$ cat config.mk
export PLATFORM = sky130hd
export DESIGN_NAME = wildcard_byte_signature_scanner_top
export DESIGN_NICKNAME = d
export VERILOG_FILES = /design/src/hw/rtl/wbs_pkg.sv /design/src/hw/rtl/wildcard_byte_signature_scanner_top.sv /design/src/hw/rtl/wbs_match.sv /design/src/hw/rtl/wbs_scan.sv /design/src/hw/rtl/wbs_resolve.sv
export SDC_FILE = /design/constraint.sdc
export NUM_CORES = 2
export LEC_CHECK = 0
export ABC_AREA = 1
export ABC_CLOCK_PERIOD_IN_PS = 18500
export BUFFER_PORTS_ARGS = -buffer_cell sky130_fd_sc_hd__buf_4
export CORE_MARGIN = 2
export CORE_UTILIZATION = 55
export CTS_BUF_LIST = sky130_fd_sc_hd__clkbuf_8
export DETAILED_ROUTE_END_ITERATION = 8
export PLACE_DENSITY = 0.72
export SLEW_MARGIN = 40
export SYNTH_ARGS = -nofsm -noshare
export SYNTH_HDL_FRONTEND = slang
export SYNTH_SLANG_ARGS = --single-unit
$ cat constraint.sdc
create_clock -name clk -period 18.5 [get_ports clk]
set_clock_uncertainty 0.05 [all_clocks]
set_input_delay 3.7 -clock clk [delete_from_list [all_inputs] [get_ports clk]]
set_output_delay 3.7 -clock clk [all_outputs]
set_load 0.01 [all_outputs]
$ cat src/hw/rtl/wbs_pkg.sv
// Package for the wildcard byte signature scanner: item structs, configuration
// struct, register index codes and fixed field widths.
// No dependencies.
`default_nettype none

package wbs_pkg;

    localparam int PATTERN_MAX_DEF  = 16;
    localparam int WINDOW_DEPTH_DEF = 32;

    localparam int PATTERN_BYTES = 16;
    localparam int PAT_IDX_W     = $clog2(PATTERN_BYTES);
    localparam int LEN_W         = 5;
    localparam int DISP_OFF_W    = 5;
    localparam int DISP_BYTES    = 4;
    localparam int DISP_SKIP_W   = 6;
    // largest displacement_offset + 4
    localparam int OFF_SUM_MAX   = (2 ** DISP_OFF_W) - 1 + DISP_BYTES;
    localparam int POS_W         = 32;
    localparam int SKIP_W        = 32;
    localparam int ADDR_W        = 64;
    localparam int DISP_W        = 32;

    localparam int CFG_DATA_W = 64;
    localparam int CFG_IDX_W  = 3;

    localparam logic [CFG_IDX_W-1:0] REG_PATTERN_LOW   = 3'd0;
    localparam logic [CFG_IDX_W-1:0] REG_PATTERN_HIGH  = 3'd1;
    localparam logic [CFG_IDX_W-1:0] REG_CARE_MASK     = 3'd2;
    localparam logic [CFG_IDX_W-1:0] REG_PATTERN_LEN   = 3'd3;
    localparam logic [CFG_IDX_W-1:0] REG_SKIP_COUNT    = 3'd4;
    localparam logic [CFG_IDX_W-1:0] REG_RELATIVE_MODE = 3'd5;
    localparam logic [CFG_IDX_W-1:0] REG_DISP_OFFSET   = 3'd6;
    localparam logic [CFG_IDX_W-1:0] REG_BASE_ADDRESS  = 3'd7;

    typedef struct packed {
        logic [7:0] data_byte;
        logic       last_byte;
    } in_item_t;

    typedef struct packed {
        logic              found;
        logic [ADDR_W-1:0] result_address;
    } out_item_t;

    typedef struct packed {
        logic [63:0]           pattern_low_bytes;
        logic [63:0]           pattern_high_bytes;
        logic [15:0]           care_mask;
        logic [LEN_W-1:0]      pattern_length;
        logic [SKIP_W-1:0]     matches_to_skip;
        logic                  relative_mode;
        logic [DISP_OFF_W-1:0] displacement_offset;
        logic [ADDR_W-1:0]     base_address;
    } cfg_t;

    // window compare outcome for the start that just became complete
    typedef struct packed {
        logic              hit;
        logic [POS_W-1:0]  start;
        logic [DISP_W-1:0] disp;
    } match_t;

    // scan stage to resolve stage
    typedef struct packed {
        logic                   found;
        logic [POS_W-1:0]       hit_offset;
        logic [DISP_W-1:0]      disp;
        logic                   rel;
        logic [DISP_SKIP_W-1:0] disp_skip;
    } hit_rec_t;

endpackage

`default_nettype wire

$ cat src/hw/rtl/wildcard_byte_signature_scanner_top.sv
// Top level of the wildcard byte signature scanner: configuration registers,
// scan stage and resolve stage. Depends on wbs_pkg, wbs_scan, wbs_resolve.
//
// Usage:
//   Region bytes enter on byte_valid/byte_ready/byte_item, one item per byte,
//   last_byte set on the final byte of a region. At most one result item per
//   region leaves on result_valid/result_ready/result_item: found with the hit
//   address (or resolved relative target), or not-found on the last byte.
//   Bytes after a reported hit are swallowed until the last byte restarts.
//   Configuration: cfg_write with cfg_index/cfg_data writes one register per
//   cycle; write only while no item is in flight.
//   Throughput: one byte per cycle while byte_ready is high; the window
//   compare for all pattern positions is done in parallel in the cycle
//   the byte is accepted. A result is registered first in the scan stage's
//   hit record register, then the 64-bit address add goes into the output
//   register before result_valid rises.
//   Stall: a held result keeps byte_ready high until the hit record stage is
//   also full; then byte_ready drops until result_ready returns.
//   Reset: rst_n low resets config, window and control registers (pattern
//   length 1, all else zero) and empties both stages; no clearing pass.
`default_nettype none

module wildcard_byte_signature_scanner_top #(
    parameter int PATTERN_MAX  = wbs_pkg::PATTERN_MAX_DEF,
    parameter int WINDOW_DEPTH = wbs_pkg::WINDOW_DEPTH_DEF
) (
    input  wire logic                           clk,
    input  wire logic                           rst_n,
    input  wire logic                           cfg_write,
    input  wire logic [wbs_pkg::CFG_IDX_W-1:0]  cfg_index,
    input  wire logic [wbs_pkg::CFG_DATA_W-1:0] cfg_data,
    input  wire logic                           byte_valid,
    output logic                                byte_ready,
    input  wire wbs_pkg::in_item_t              byte_item,
    output logic                                result_valid,
    input  wire logic                           result_ready,
    output wbs_pkg::out_item_t                  result_item
);

    localparam wbs_pkg::cfg_t CFG_RESET = '{
        pattern_low_bytes:   '0,
        pattern_high_bytes:  '0,
        care_mask:           '0,
        pattern_length:      wbs_pkg::LEN_W'(1),
        matches_to_skip:     '0,
        relative_mode:       1'b0,
        displacement_offset: '0,
        base_address:        '0
    };

    wbs_pkg::cfg_t     cfg_reg;
    wbs_pkg::cfg_t     cfg_next;
    wbs_pkg::hit_rec_t rec;
    logic              rec_valid;
    logic              rec_ready;
    logic              take;

    always_comb
    begin
        cfg_next = cfg_reg;
        if (cfg_write)
        begin
            unique case (cfg_index)
                wbs_pkg::REG_PATTERN_LOW:   cfg_next.pattern_low_bytes   = cfg_data;
                wbs_pkg::REG_PATTERN_HIGH:  cfg_next.pattern_high_bytes  = cfg_data;
                wbs_pkg::REG_CARE_MASK:     cfg_next.care_mask           = cfg_data[15:0];
                wbs_pkg::REG_PATTERN_LEN:
                    cfg_next.pattern_length = cfg_data[wbs_pkg::LEN_W-1:0];
                wbs_pkg::REG_SKIP_COUNT:
                    cfg_next.matches_to_skip = cfg_data[wbs_pkg::SKIP_W-1:0];
                wbs_pkg::REG_RELATIVE_MODE: cfg_next.relative_mode       = cfg_data[0];
                wbs_pkg::REG_DISP_OFFSET:
                    cfg_next.displacement_offset = cfg_data[wbs_pkg::DISP_OFF_W-1:0];
                wbs_pkg::REG_BASE_ADDRESS:  cfg_next.base_address        = cfg_data;
                default: ;
            endcase
        end
    end

    always_ff @(posedge clk or negedge rst_n)
    begin
        if (!rst_n)
        begin
            cfg_reg <= CFG_RESET;
        end
        else
        begin
            cfg_reg <= cfg_next;
        end
    end

    assign take = byte_valid && byte_ready;

    wbs_scan #(
        .PATTERN_MAX  (PATTERN_MAX),
        .WINDOW_DEPTH (WINDOW_DEPTH)
    ) u_scan (
        .clk       (clk),
        .rst_n     (rst_n),
        .cfg       (cfg_reg),
        .take      (take),
        .item      (byte_item),
        .ready     (byte_ready),
        .rec_valid (rec_valid),
        .rec_ready (rec_ready),
        .rec       (rec)
    );

    wbs_resolve u_resolve (
        .clk          (clk),
        .rst_n        (rst_n),
        .base_address (cfg_reg.base_address),
        .rec_valid    (rec_valid),
        .rec_ready    (rec_ready),
        .rec          (rec),
        .out_valid    (result_valid),
        .out_ready    (result_ready),
        .out_item     (result_item)
    );

endmodule

`default_nettype wire

$ cat src/hw/rtl/wbs_match.sv
// Window compare: checks the byte window against the wildcard pattern and
// picks out the 32-bit displacement. Pure combinational. Depends on wbs_pkg.
`default_nettype none

module wbs_match #(
    parameter int PATTERN_MAX  = wbs_pkg::PATTERN_MAX_DEF,
    parameter int WINDOW_DEPTH = wbs_pkg::WINDOW_DEPTH_DEF
) (
    input  wire logic [7:0]               window [WINDOW_DEPTH],
    input  wire logic [wbs_pkg::POS_W-1:0] pos,
    input  wire wbs_pkg::cfg_t            cfg,
    output wbs_pkg::match_t               match
);

    localparam int SPAN   = (WINDOW_DEPTH > wbs_pkg::OFF_SUM_MAX) ?
                            WINDOW_DEPTH : wbs_pkg::OFF_SUM_MAX;
    localparam int NEED_W = $clog2(SPAN + 1);
    localparam int WI_W   = $clog2(WINDOW_DEPTH);

    logic [NEED_W-1:0] len_raw;
    logic [NEED_W-1:0] len;
    logic [NEED_W-1:0] off4;
    logic [NEED_W-1:0] need;
    logic [NEED_W-1:0] first_k;
    logic [NEED_W-1:0] top0;
    logic [NEED_W-1:0] top1;
    logic [NEED_W-1:0] top2;
    logic [NEED_W-1:0] top3;
    logic              in_range;
    logic [wbs_pkg::PATTERN_BYTES*8-1:0] pat;
    logic [WINDOW_DEPTH-1:0] ok;

    assign pat     = {cfg.pattern_high_bytes, cfg.pattern_low_bytes};
    assign len_raw = NEED_W'(cfg.pattern_length);

    always_comb
    begin
        if (len_raw == '0)
        begin
            len = NEED_W'(1);
        end
        else if (len_raw > NEED_W'(PATTERN_MAX))
        begin
            len = NEED_W'(PATTERN_MAX);
        end
        else
        begin
            len = len_raw;
        end
    end

    assign off4 = NEED_W'(cfg.displacement_offset) + NEED_W'(wbs_pkg::DISP_BYTES);
    assign need = (cfg.relative_mode && (off4 > len)) ? off4 : len;
    assign first_k = need - len;

    assign in_range = (need <= NEED_W'(WINDOW_DEPTH)) &&
                      (pos >= wbs_pkg::POS_W'(need));

    // window entry k holds pattern byte need-1-k when need-len <= k < need
    for (genvar k = 0; k < WINDOW_DEPTH; k++)
    begin : g_cmp
        logic [NEED_W-1:0] kk;
        logic [NEED_W-1:0] j;
        logic [wbs_pkg::PAT_IDX_W-1:0] pj;
        logic              in_use;

        assign kk     = NEED_W'(k);
        assign j      = need - NEED_W'(1) - kk;
        assign pj     = j[wbs_pkg::PAT_IDX_W-1:0];
        assign in_use = (kk < need) && (kk >= first_k);
        assign ok[k]  = !in_use || !cfg.care_mask[pj] || (window[k] == pat[pj*8 +: 8]);
    end

    assign top0 = need - NEED_W'(1) - NEED_W'(cfg.displacement_offset);
    assign top1 = top0 - NEED_W'(1);
    assign top2 = top0 - NEED_W'(2);
    assign top3 = top0 - NEED_W'(3);

    always_comb
    begin
        match.hit   = in_range && (&ok);
        match.start = pos - wbs_pkg::POS_W'(need);
        // little-endian: the oldest of the four bytes is the low byte
        match.disp  = {window[top3[WI_W-1:0]], window[top2[WI_W-1:0]],
                       window[top1[WI_W-1:0]], window[top0[WI_W-1:0]]};
    end

endmodule

`default_nettype wire

$ cat src/hw/rtl/wbs_scan.sv
// Scan stage: byte window, position and hit counters, and the hit record
// register handed to the resolve stage. Depends on wbs_pkg, wbs_match.
`default_nettype none

module wbs_scan #(
    parameter int PATTERN_MAX  = wbs_pkg::PATTERN_MAX_DEF,
    parameter int WINDOW_DEPTH = wbs_pkg::WINDOW_DEPTH_DEF
) (
    input  wire logic              clk,
    input  wire logic              rst_n,
    input  wire wbs_pkg::cfg_t     cfg,
    input  wire logic              take,
    input  wire wbs_pkg::in_item_t item,
    output logic                   ready,
    output logic                   rec_valid,
    input  wire logic              rec_ready,
    output wbs_pkg::hit_rec_t      rec
);

    logic [7:0]                   window_reg [WINDOW_DEPTH];
    logic [7:0]                   win_shift  [WINDOW_DEPTH];
    logic [wbs_pkg::POS_W-1:0]    pos_reg;
    logic [wbs_pkg::POS_W-1:0]    pos_next;
    logic [wbs_pkg::POS_W-1:0]    pos_inc;
    logic [wbs_pkg::SKIP_W-1:0]   hits_reg;
    logic [wbs_pkg::SKIP_W-1:0]   hits_next;
    logic                         finished_reg;
    logic                         finished_next;
    logic                         rec_valid_reg;
    logic                         rec_valid_next;
    wbs_pkg::hit_rec_t            rec_reg;
    wbs_pkg::match_t              mt;
    logic                         pos_sat;
    logic                         hit;
    logic                         report_found;
    logic                         report_none;
    logic                         report;

    assign win_shift[0] = item.data_byte;
    for (genvar k = 1; k < WINDOW_DEPTH; k++)
    begin : g_shift
        assign win_shift[k] = window_reg[k-1];
    end

    assign pos_sat = (pos_reg == '1);
    assign pos_inc = pos_reg + wbs_pkg::POS_W'(1);

    wbs_match #(
        .PATTERN_MAX  (PATTERN_MAX),
        .WINDOW_DEPTH (WINDOW_DEPTH)
    ) u_match (
        .window (win_shift),
        .pos    (pos_inc),
        .cfg    (cfg),
        .match  (mt)
    );

    assign hit          = !finished_reg && !pos_sat && mt.hit;
    assign report_found = hit && (hits_reg == cfg.matches_to_skip);
    assign report_none  = !finished_reg && item.last_byte && !report_found;
    assign report       = report_found || report_none;

    assign ready = !rec_valid_reg || rec_ready;

    always_comb
    begin
        pos_next       = pos_reg;
        hits_next      = hits_reg;
        finished_next  = finished_reg;
        rec_valid_next = rec_valid_reg && !rec_ready;
        if (take)
        begin
            if (!finished_reg && !pos_sat)
            begin
                pos_next = pos_inc;
            end
            if (hit && !report_found)
            begin
                hits_next = hits_reg + wbs_pkg::SKIP_W'(1);
            end
            if (item.last_byte)
            begin
                pos_next      = '0;
                hits_next     = '0;
                finished_next = 1'b0;
            end
            else if (report_found)
            begin
                finished_next = 1'b1;
            end
            if (report)
            begin
                rec_valid_next = 1'b1;
            end
        end
    end

    always_ff @(posedge clk or negedge rst_n)
    begin
        if (!rst_n)
        begin
            pos_reg       <= '0;
            hits_reg      <= '0;
            finished_reg  <= 1'b0;
            rec_valid_reg <= 1'b0;
        end
        else
        begin
            pos_reg       <= pos_next;
            hits_reg      <= hits_next;
            finished_reg  <= finished_next;
            rec_valid_reg <= rec_valid_next;
        end
    end

    // window shifts only while the region is still being scanned
    always_ff @(posedge clk or negedge rst_n)
    begin
        if (!rst_n)
        begin
            for (int k = 0; k < WINDOW_DEPTH; k++)
            begin
                window_reg[k] <= 8'h00;
            end
        end
        else if (take && !finished_reg)
        begin
            window_reg <= win_shift;
        end
    end

    always_ff @(posedge clk)
    begin
        if (take && report)
        begin
            rec_reg.found      <= report_found;
            rec_reg.hit_offset <= mt.start;
            rec_reg.disp       <= mt.disp;
            rec_reg.rel        <= cfg.relative_mode;
            rec_reg.disp_skip  <= wbs_pkg::DISP_SKIP_W'(cfg.displacement_offset) +
                                  wbs_pkg::DISP_SKIP_W'(wbs_pkg::DISP_BYTES);
        end
    end

    assign rec_valid = rec_valid_reg;
    assign rec       = rec_reg;

`ifndef SYNTHESIS
    a_region_restart: assert property (@(posedge clk) disable iff (!rst_n)
        take && item.last_byte |=> pos_reg == '0 && hits_reg == '0 && !finished_reg)
        else $error("scan state not cleared after last byte");

    a_rec_hold: assert property (@(posedge clk) disable iff (!rst_n)
        rec_valid_reg && !rec_ready |=> rec_valid_reg && $stable(rec_reg))
        else $error("hit record lost while stalled");

    a_finished_quiet: assert property (@(posedge clk) disable iff (!rst_n)
        take && finished_reg && !item.last_byte |=> !rec_valid_reg || $stable(rec_reg))
        else $error("item after a reported hit produced a result");
`endif

endmodule

`default_nettype wire

$ cat src/hw/rtl/wbs_resolve.sv
// Resolve stage: forms the final address from the hit record and holds the
// result item until it is taken. Depends on wbs_pkg.
`default_nettype none

module wbs_resolve (
    input  wire logic                       clk,
    input  wire logic                       rst_n,
    input  wire logic [wbs_pkg::ADDR_W-1:0] base_address,
    input  wire logic                       rec_valid,
    output logic                            rec_ready,
    input  wire wbs_pkg::hit_rec_t          rec,
    output logic                            out_valid,
    input  wire logic                       out_ready,
    output wbs_pkg::out_item_t              out_item
);

    logic                         out_valid_reg;
    logic                         out_valid_next;
    wbs_pkg::out_item_t           out_item_reg;
    logic [wbs_pkg::ADDR_W-1:0]   rel_term;
    logic [wbs_pkg::ADDR_W-1:0]   addr;
    logic                         load;

    assign rec_ready = !out_valid_reg || out_ready;
    assign load      = rec_valid && rec_ready;

    // 64-bit wrap is the natural overflow of the sum
    assign rel_term = rec.rel ?
        ({{(wbs_pkg::ADDR_W-wbs_pkg::DISP_W){rec.disp[wbs_pkg::DISP_W-1]}}, rec.disp} +
         wbs_pkg::ADDR_W'(rec.disp_skip)) : '0;
    assign addr = base_address + wbs_pkg::ADDR_W'(rec.hit_offset) + rel_term;

    always_comb
    begin
        out_valid_next = out_valid_reg && !out_ready;
        if (load)
        begin
            out_valid_next = 1'b1;
        end
    end

    always_ff @(posedge clk or negedge rst_n)
    begin
        if (!rst_n)
        begin
            out_valid_reg <= 1'b0;
        end
        else
        begin
            out_valid_reg <= out_valid_next;
        end
    end

    always_ff @(posedge clk)
    begin
        if (load)
        begin
            out_item_reg.found          <= rec.found;
            out_item_reg.result_address <= rec.found ? addr : '0;
        end
    end

    assign out_valid = out_valid_reg;
    assign out_item  = out_item_reg;

`ifndef SYNTHESIS
    a_load_shows: assert property (@(posedge clk) disable iff (!rst_n)
        load |=> out_valid_reg)
        else $error("loaded result not presented");

    a_none_zero: assert property (@(posedge clk) disable iff (!rst_n)
        out_valid_reg && !out_item_reg.found |-> out_item_reg.result_address == '0)
        else $error("not-found result carries an address");
`endif

endmodule

`default_nettype wire
==> flow_metrics.tcl <==
set metrics [dict create \
    outcome "complete, but fails checks" \
    violations_in_the_final_reports "design-rule violations" \
    path_class "reg -> reg" \
    rows 117 \
    cts.path.max_buffers 3 \
    ant_nets 0 \
    post-cts-setup-buffer-count 0 \
    largest_reg_flops 251 \
    post_synth_inst_count 8781 \
    commonest_non_fill_non_tap_cell_in_the_layout "sky130_fd_sc_hd__nand2_1" \
    postCtsHoldBufs 0 \
    numCtsBuffers 130 \
    worst_slew_pin_tran_ns 1.01 \
    path_common_cell "sky130_fd_sc_hd__nand2_1" \
    floorplan.io_pins 148 \
    max_cap_viol_count 0 \
    max_slew_margin_pct 32.5 \
    tritoncts "yes" \
    r2r_cells 35 \
    yosys_register_bits 703 \
    synthToLayoutAreaGrowth_pct 8.76 \
    totalWireLength_um 256000 \
    final_max_slew_viol_count 0 \
    final_cell_mix "sky130_fd_sc_hd__nand2_1, sky130_fd_sc_hd__o21ai_0, sky130_fd_sc_hd__nand3_1" \
    final-hold-violation-count 0 \
    grt_use_total_pct 48.2 \
    cts.sinks 703 \
    core_mm2 0.102 \
    rsz0062_at_grt "false" \
    synthesis.nets 9034 \
    dp_worst_setup_slack_ns 10.17 \
    number_of_global_route_vias_before_repair 57600 \
    grt_first_pass_wirelength_um 370000 \
    synth.cell_area_mm2 0.0562 \
    timing.critical_path.required_ns 18.92 \
    routabilityCongestion 1.16 \
    postSynthAreaPerCell_um2 6.40 \
    wire_per_inst_um 25.2 \
    crit_path_max_incr_delay_ns 0.66 \
    ctsRootBufferMaster "sky130_fd_sc_hd__clkbuf_8" \
    drc 2 \
    io_buffer_count 147 \
    synth.yosys.seq_area_share_pct 32.5 \
    number_of_distinct_standard_cells_referenced_by_the_synthesized_netlist 59 \
    final-setup-viol-count 0 \
    synth-edff-count 137 \
    dr_vias 64000 \
    clkLatencyLatePin_ns 0.86 \
    critical_path.endpoint_type "register" \
    cp_data_arrival_time_ns 9.25 \
    hold_class "reg -> reg" \
    timing.final.crit_share_pct 47.7 \
    synth_async_sr_flop_share_pct 80.5 \
    globalRouteOverflowTotal 0 \
    route.detailed.vias_per_inst 6.30 \
    fmax_mhz 113 \
    pin_count_of_the_biggest_net_entering_global_routing 180 \
    initial_core_util_pct 55.3 \
    final_net_count 8940 \
    finalSetupTns_ns 0 \
    multi_input_comb_area_mm2 0.0331 \
    drive_above_1_share_pct 6.19 \
    dominantRegCellSynth "sky130_fd_sc_hd__dfrtp_1" \
    hold_path_depth 2 \
    htreeDepth 4 \
    place.detailed.hpwl_um 197000 \
    layout.area.seq_mm2 0.0183 \
    cts.clk_slew.worst_paths_ns 0.06 \
    die_area_mm2 0.105 \
    die_outline_width_um 324 \
    timing.final.ws_setup_ns 9.67 \
    antenna_found_initial 20 \
    crit_fanout 118 \
    first_iter_violations 9784 \
    synth-warning-count 0 \
    die_h_um 324 \
    period_needed_ns 8.83 \
    start_kind "register" \
    fillerInstances 9693 \
    detailedRoute.firstPassIterationCount 9 \
    critical-path-slowest-cell "sky130_fd_sc_hd__a21oi_1" \
    post_cts_resized 0 \
]
[critical path, delay by kind of cell, from the launching register on]
family	cells	cell delay, ns
adders and majority gates	3	1.02
DFF	1	0.39
buffers and inverters	6	1.31
and+or+nand+nor	23	4.27
AOI/OAI and AO/OA	3	1.22
[path summary, 6_finish.rpt]
path	startpoint	endpoint	slack, ns
max	cfg_reg[103]$_DFFE_PN0P_	u_scan.rec[29]$_DFFE_PP_	9.67
min	u_scan.win_shift[179]$_DFFE_PN0P_	u_scan.win_shift[171]$_DFFE_PN0P_	0.43
max reg2reg	cfg_reg[103]$_DFFE_PN0P_	u_scan.rec[29]$_DFFE_PP_	9.67
min reg2reg	u_scan.win_shift[179]$_DFFE_PN0P_	u_scan.win_shift[171]$_DFFE_PN0P_	0.43
max in group asynchronous	rst_n	u_scan.win_shift[158]$_DFFE_PN0P_	13.61
min in group asynchronous	rst_n	u_scan.hits_reg[6]$_DFFE_PN0P_	2.79
[cell usage after synthesis (5+ instances only)]
| master | number | share of area, % |
|---|---|---|
| sky130_fd_sc_hd__nor3b_1 | 8 | 0.11 |
| sky130_fd_sc_hd__a211oi_1 | 29 | 0.39 |
| sky130_fd_sc_hd__buf_1 | 19 | 0.13 |
| sky130_fd_sc_hd__o211ai_1 | 52 | 0.69 |
| sky130_fd_sc_hd__or3_1 | 8 | 0.089 |
| sky130_fd_sc_hd__a21oi_1 | 350 | 3.1 |
| sky130_fd_sc_hd__nand2_1 | 2891 | 19 |
| sky130_fd_sc_hd__o311ai_0 | 5 | 0.078 |
| sky130_fd_sc_hd__o21a_1 | 25 | 0.33 |
| sky130_fd_sc_hd__nand4_1 | 56 | 0.62 |
| sky130_fd_sc_hd__o221ai_1 | 9 | 0.14 |
| sky130_fd_sc_hd__o22ai_1 | 49 | 0.55 |
| sky130_fd_sc_hd__dfrtp_1 | 565 | 25 |
| sky130_fd_sc_hd__nand3_1 | 945 | 8.4 |
| sky130_fd_sc_hd__a31oi_1 | 59 | 0.66 |
| sky130_fd_sc_hd__and3_1 | 5 | 0.056 |
| sky130_fd_sc_hd__xnor2_1 | 40 | 0.62 |
| sky130_fd_sc_hd__o21bai_1 | 7 | 0.094 |
| sky130_fd_sc_hd__clkinv_1 | 6 | 0.040 |
| sky130_fd_sc_hd__nor3_1 | 85 | 0.76 |
| sky130_fd_sc_hd__nor4_1 | 30 | 0.33 |
| sky130_fd_sc_hd__o21ai_1 | 18 | 0.16 |
| sky130_fd_sc_hd__inv_1 | 848 | 5.7 |
| sky130_fd_sc_hd__or2_2 | 34 | 0.38 |
| sky130_fd_sc_hd__nor2_1 | 518 | 3.5 |
| sky130_fd_sc_hd__o31ai_1 | 18 | 0.24 |
| sky130_fd_sc_hd__xor2_1 | 104 | 1.6 |
| sky130_fd_sc_hd__mux2i_1 | 14 | 0.25 |
| sky130_fd_sc_hd__clkbuf_1 | 322 | 2.2 |
| sky130_fd_sc_hd__o32ai_1 | 17 | 0.27 |
| sky130_fd_sc_hd__nand2_2 | 12 | 0.13 |
| sky130_fd_sc_hd__buf_2 | 90 | 0.80 |
| sky130_fd_sc_hd__fa_1 | 37 | 1.3 |
| sky130_fd_sc_hd__edfxtp_1 | 137 | 7.3 |
| sky130_fd_sc_hd__buf_4 | 13 | 0.17 |
| sky130_fd_sc_hd__ha_1 | 135 | 3.0 |
| sky130_fd_sc_hd__o21ai_0 | 1166 | 10 |
| sky130_fd_sc_hd__mux2_2 | 8 | 0.16 |
[final cells by class]
class                           instances  area share (%)
Sequential cell                       703            29.9
Clock inverter                         76            1.13
Inverter                              858            5.28
Timing Repair Buffer                  222            3.00
Clock buffer                          160            3.60
Tap cell                             1368            2.80
Multi-Input combinational cell       6772            54.2
Antenna cell                            5          0.0205
[cells by family (layout without fill, tap and decap cells)]
| family | Yosys count | count (layout) | synth area share, % |
|---|---|---|---|
| flip-flops | 703 | 703 | 32.5 |
| multiplexers | 22 | 22 | 0.410 |
| buffers and inverters | 1306 | 1316 | 9.07 |
| AO/OA/AOI/OAI | 1821 | 1821 | 17.4 |
| other | 0 | 5 | 0 |
| XOR/XNOR | 144 | 144 | 2.24 |
| AND/OR/NAND/NOR | 4613 | 4613 | 34.1 |
| adder cells (fa/ha/maj) | 172 | 172 | 4.33 |
[stage by stage]
step / instance area, um^2 / hold slack (ns) / util (%) / std cells
2_1_floorplan: 56200 / 0.397 / - / 8781
3_3_place_gp: 57900 / 0.411 / 57.0 / 9919
3_5_place_dp: 58100 / 0.418 / 57.2 / 9922
4_1_cts: 61000 / 0.428 / 60.0 / 10200
5_1_grt: 61100 / 0.464 / 60.1 / 10200
6_report: 61100 / 0.433 / 60.1 / 10200
[per-layer routing]
| metal | global-route usage, % | share of wire (%) | vias to the layer above | routed length (um) |
|---|---|---|---|---|
| li1 | - | - | 28800 | - |
| met1 | 60.1 | 36 | 29600 | 92800 |
| met2 | 71.3 | 42 | 4543 | 107000 |
| met3 | 11.9 | 12 | 1071 | 32000 |
| met4 | 38.0 | 9.8 | 10 | 25100 |
| met5 | 0 | 0.025 | - | 65 |
Power is left out: the tool's default activity adds up to more than one toggle a clock period on the data nets, which glitch-free logic cannot reach.
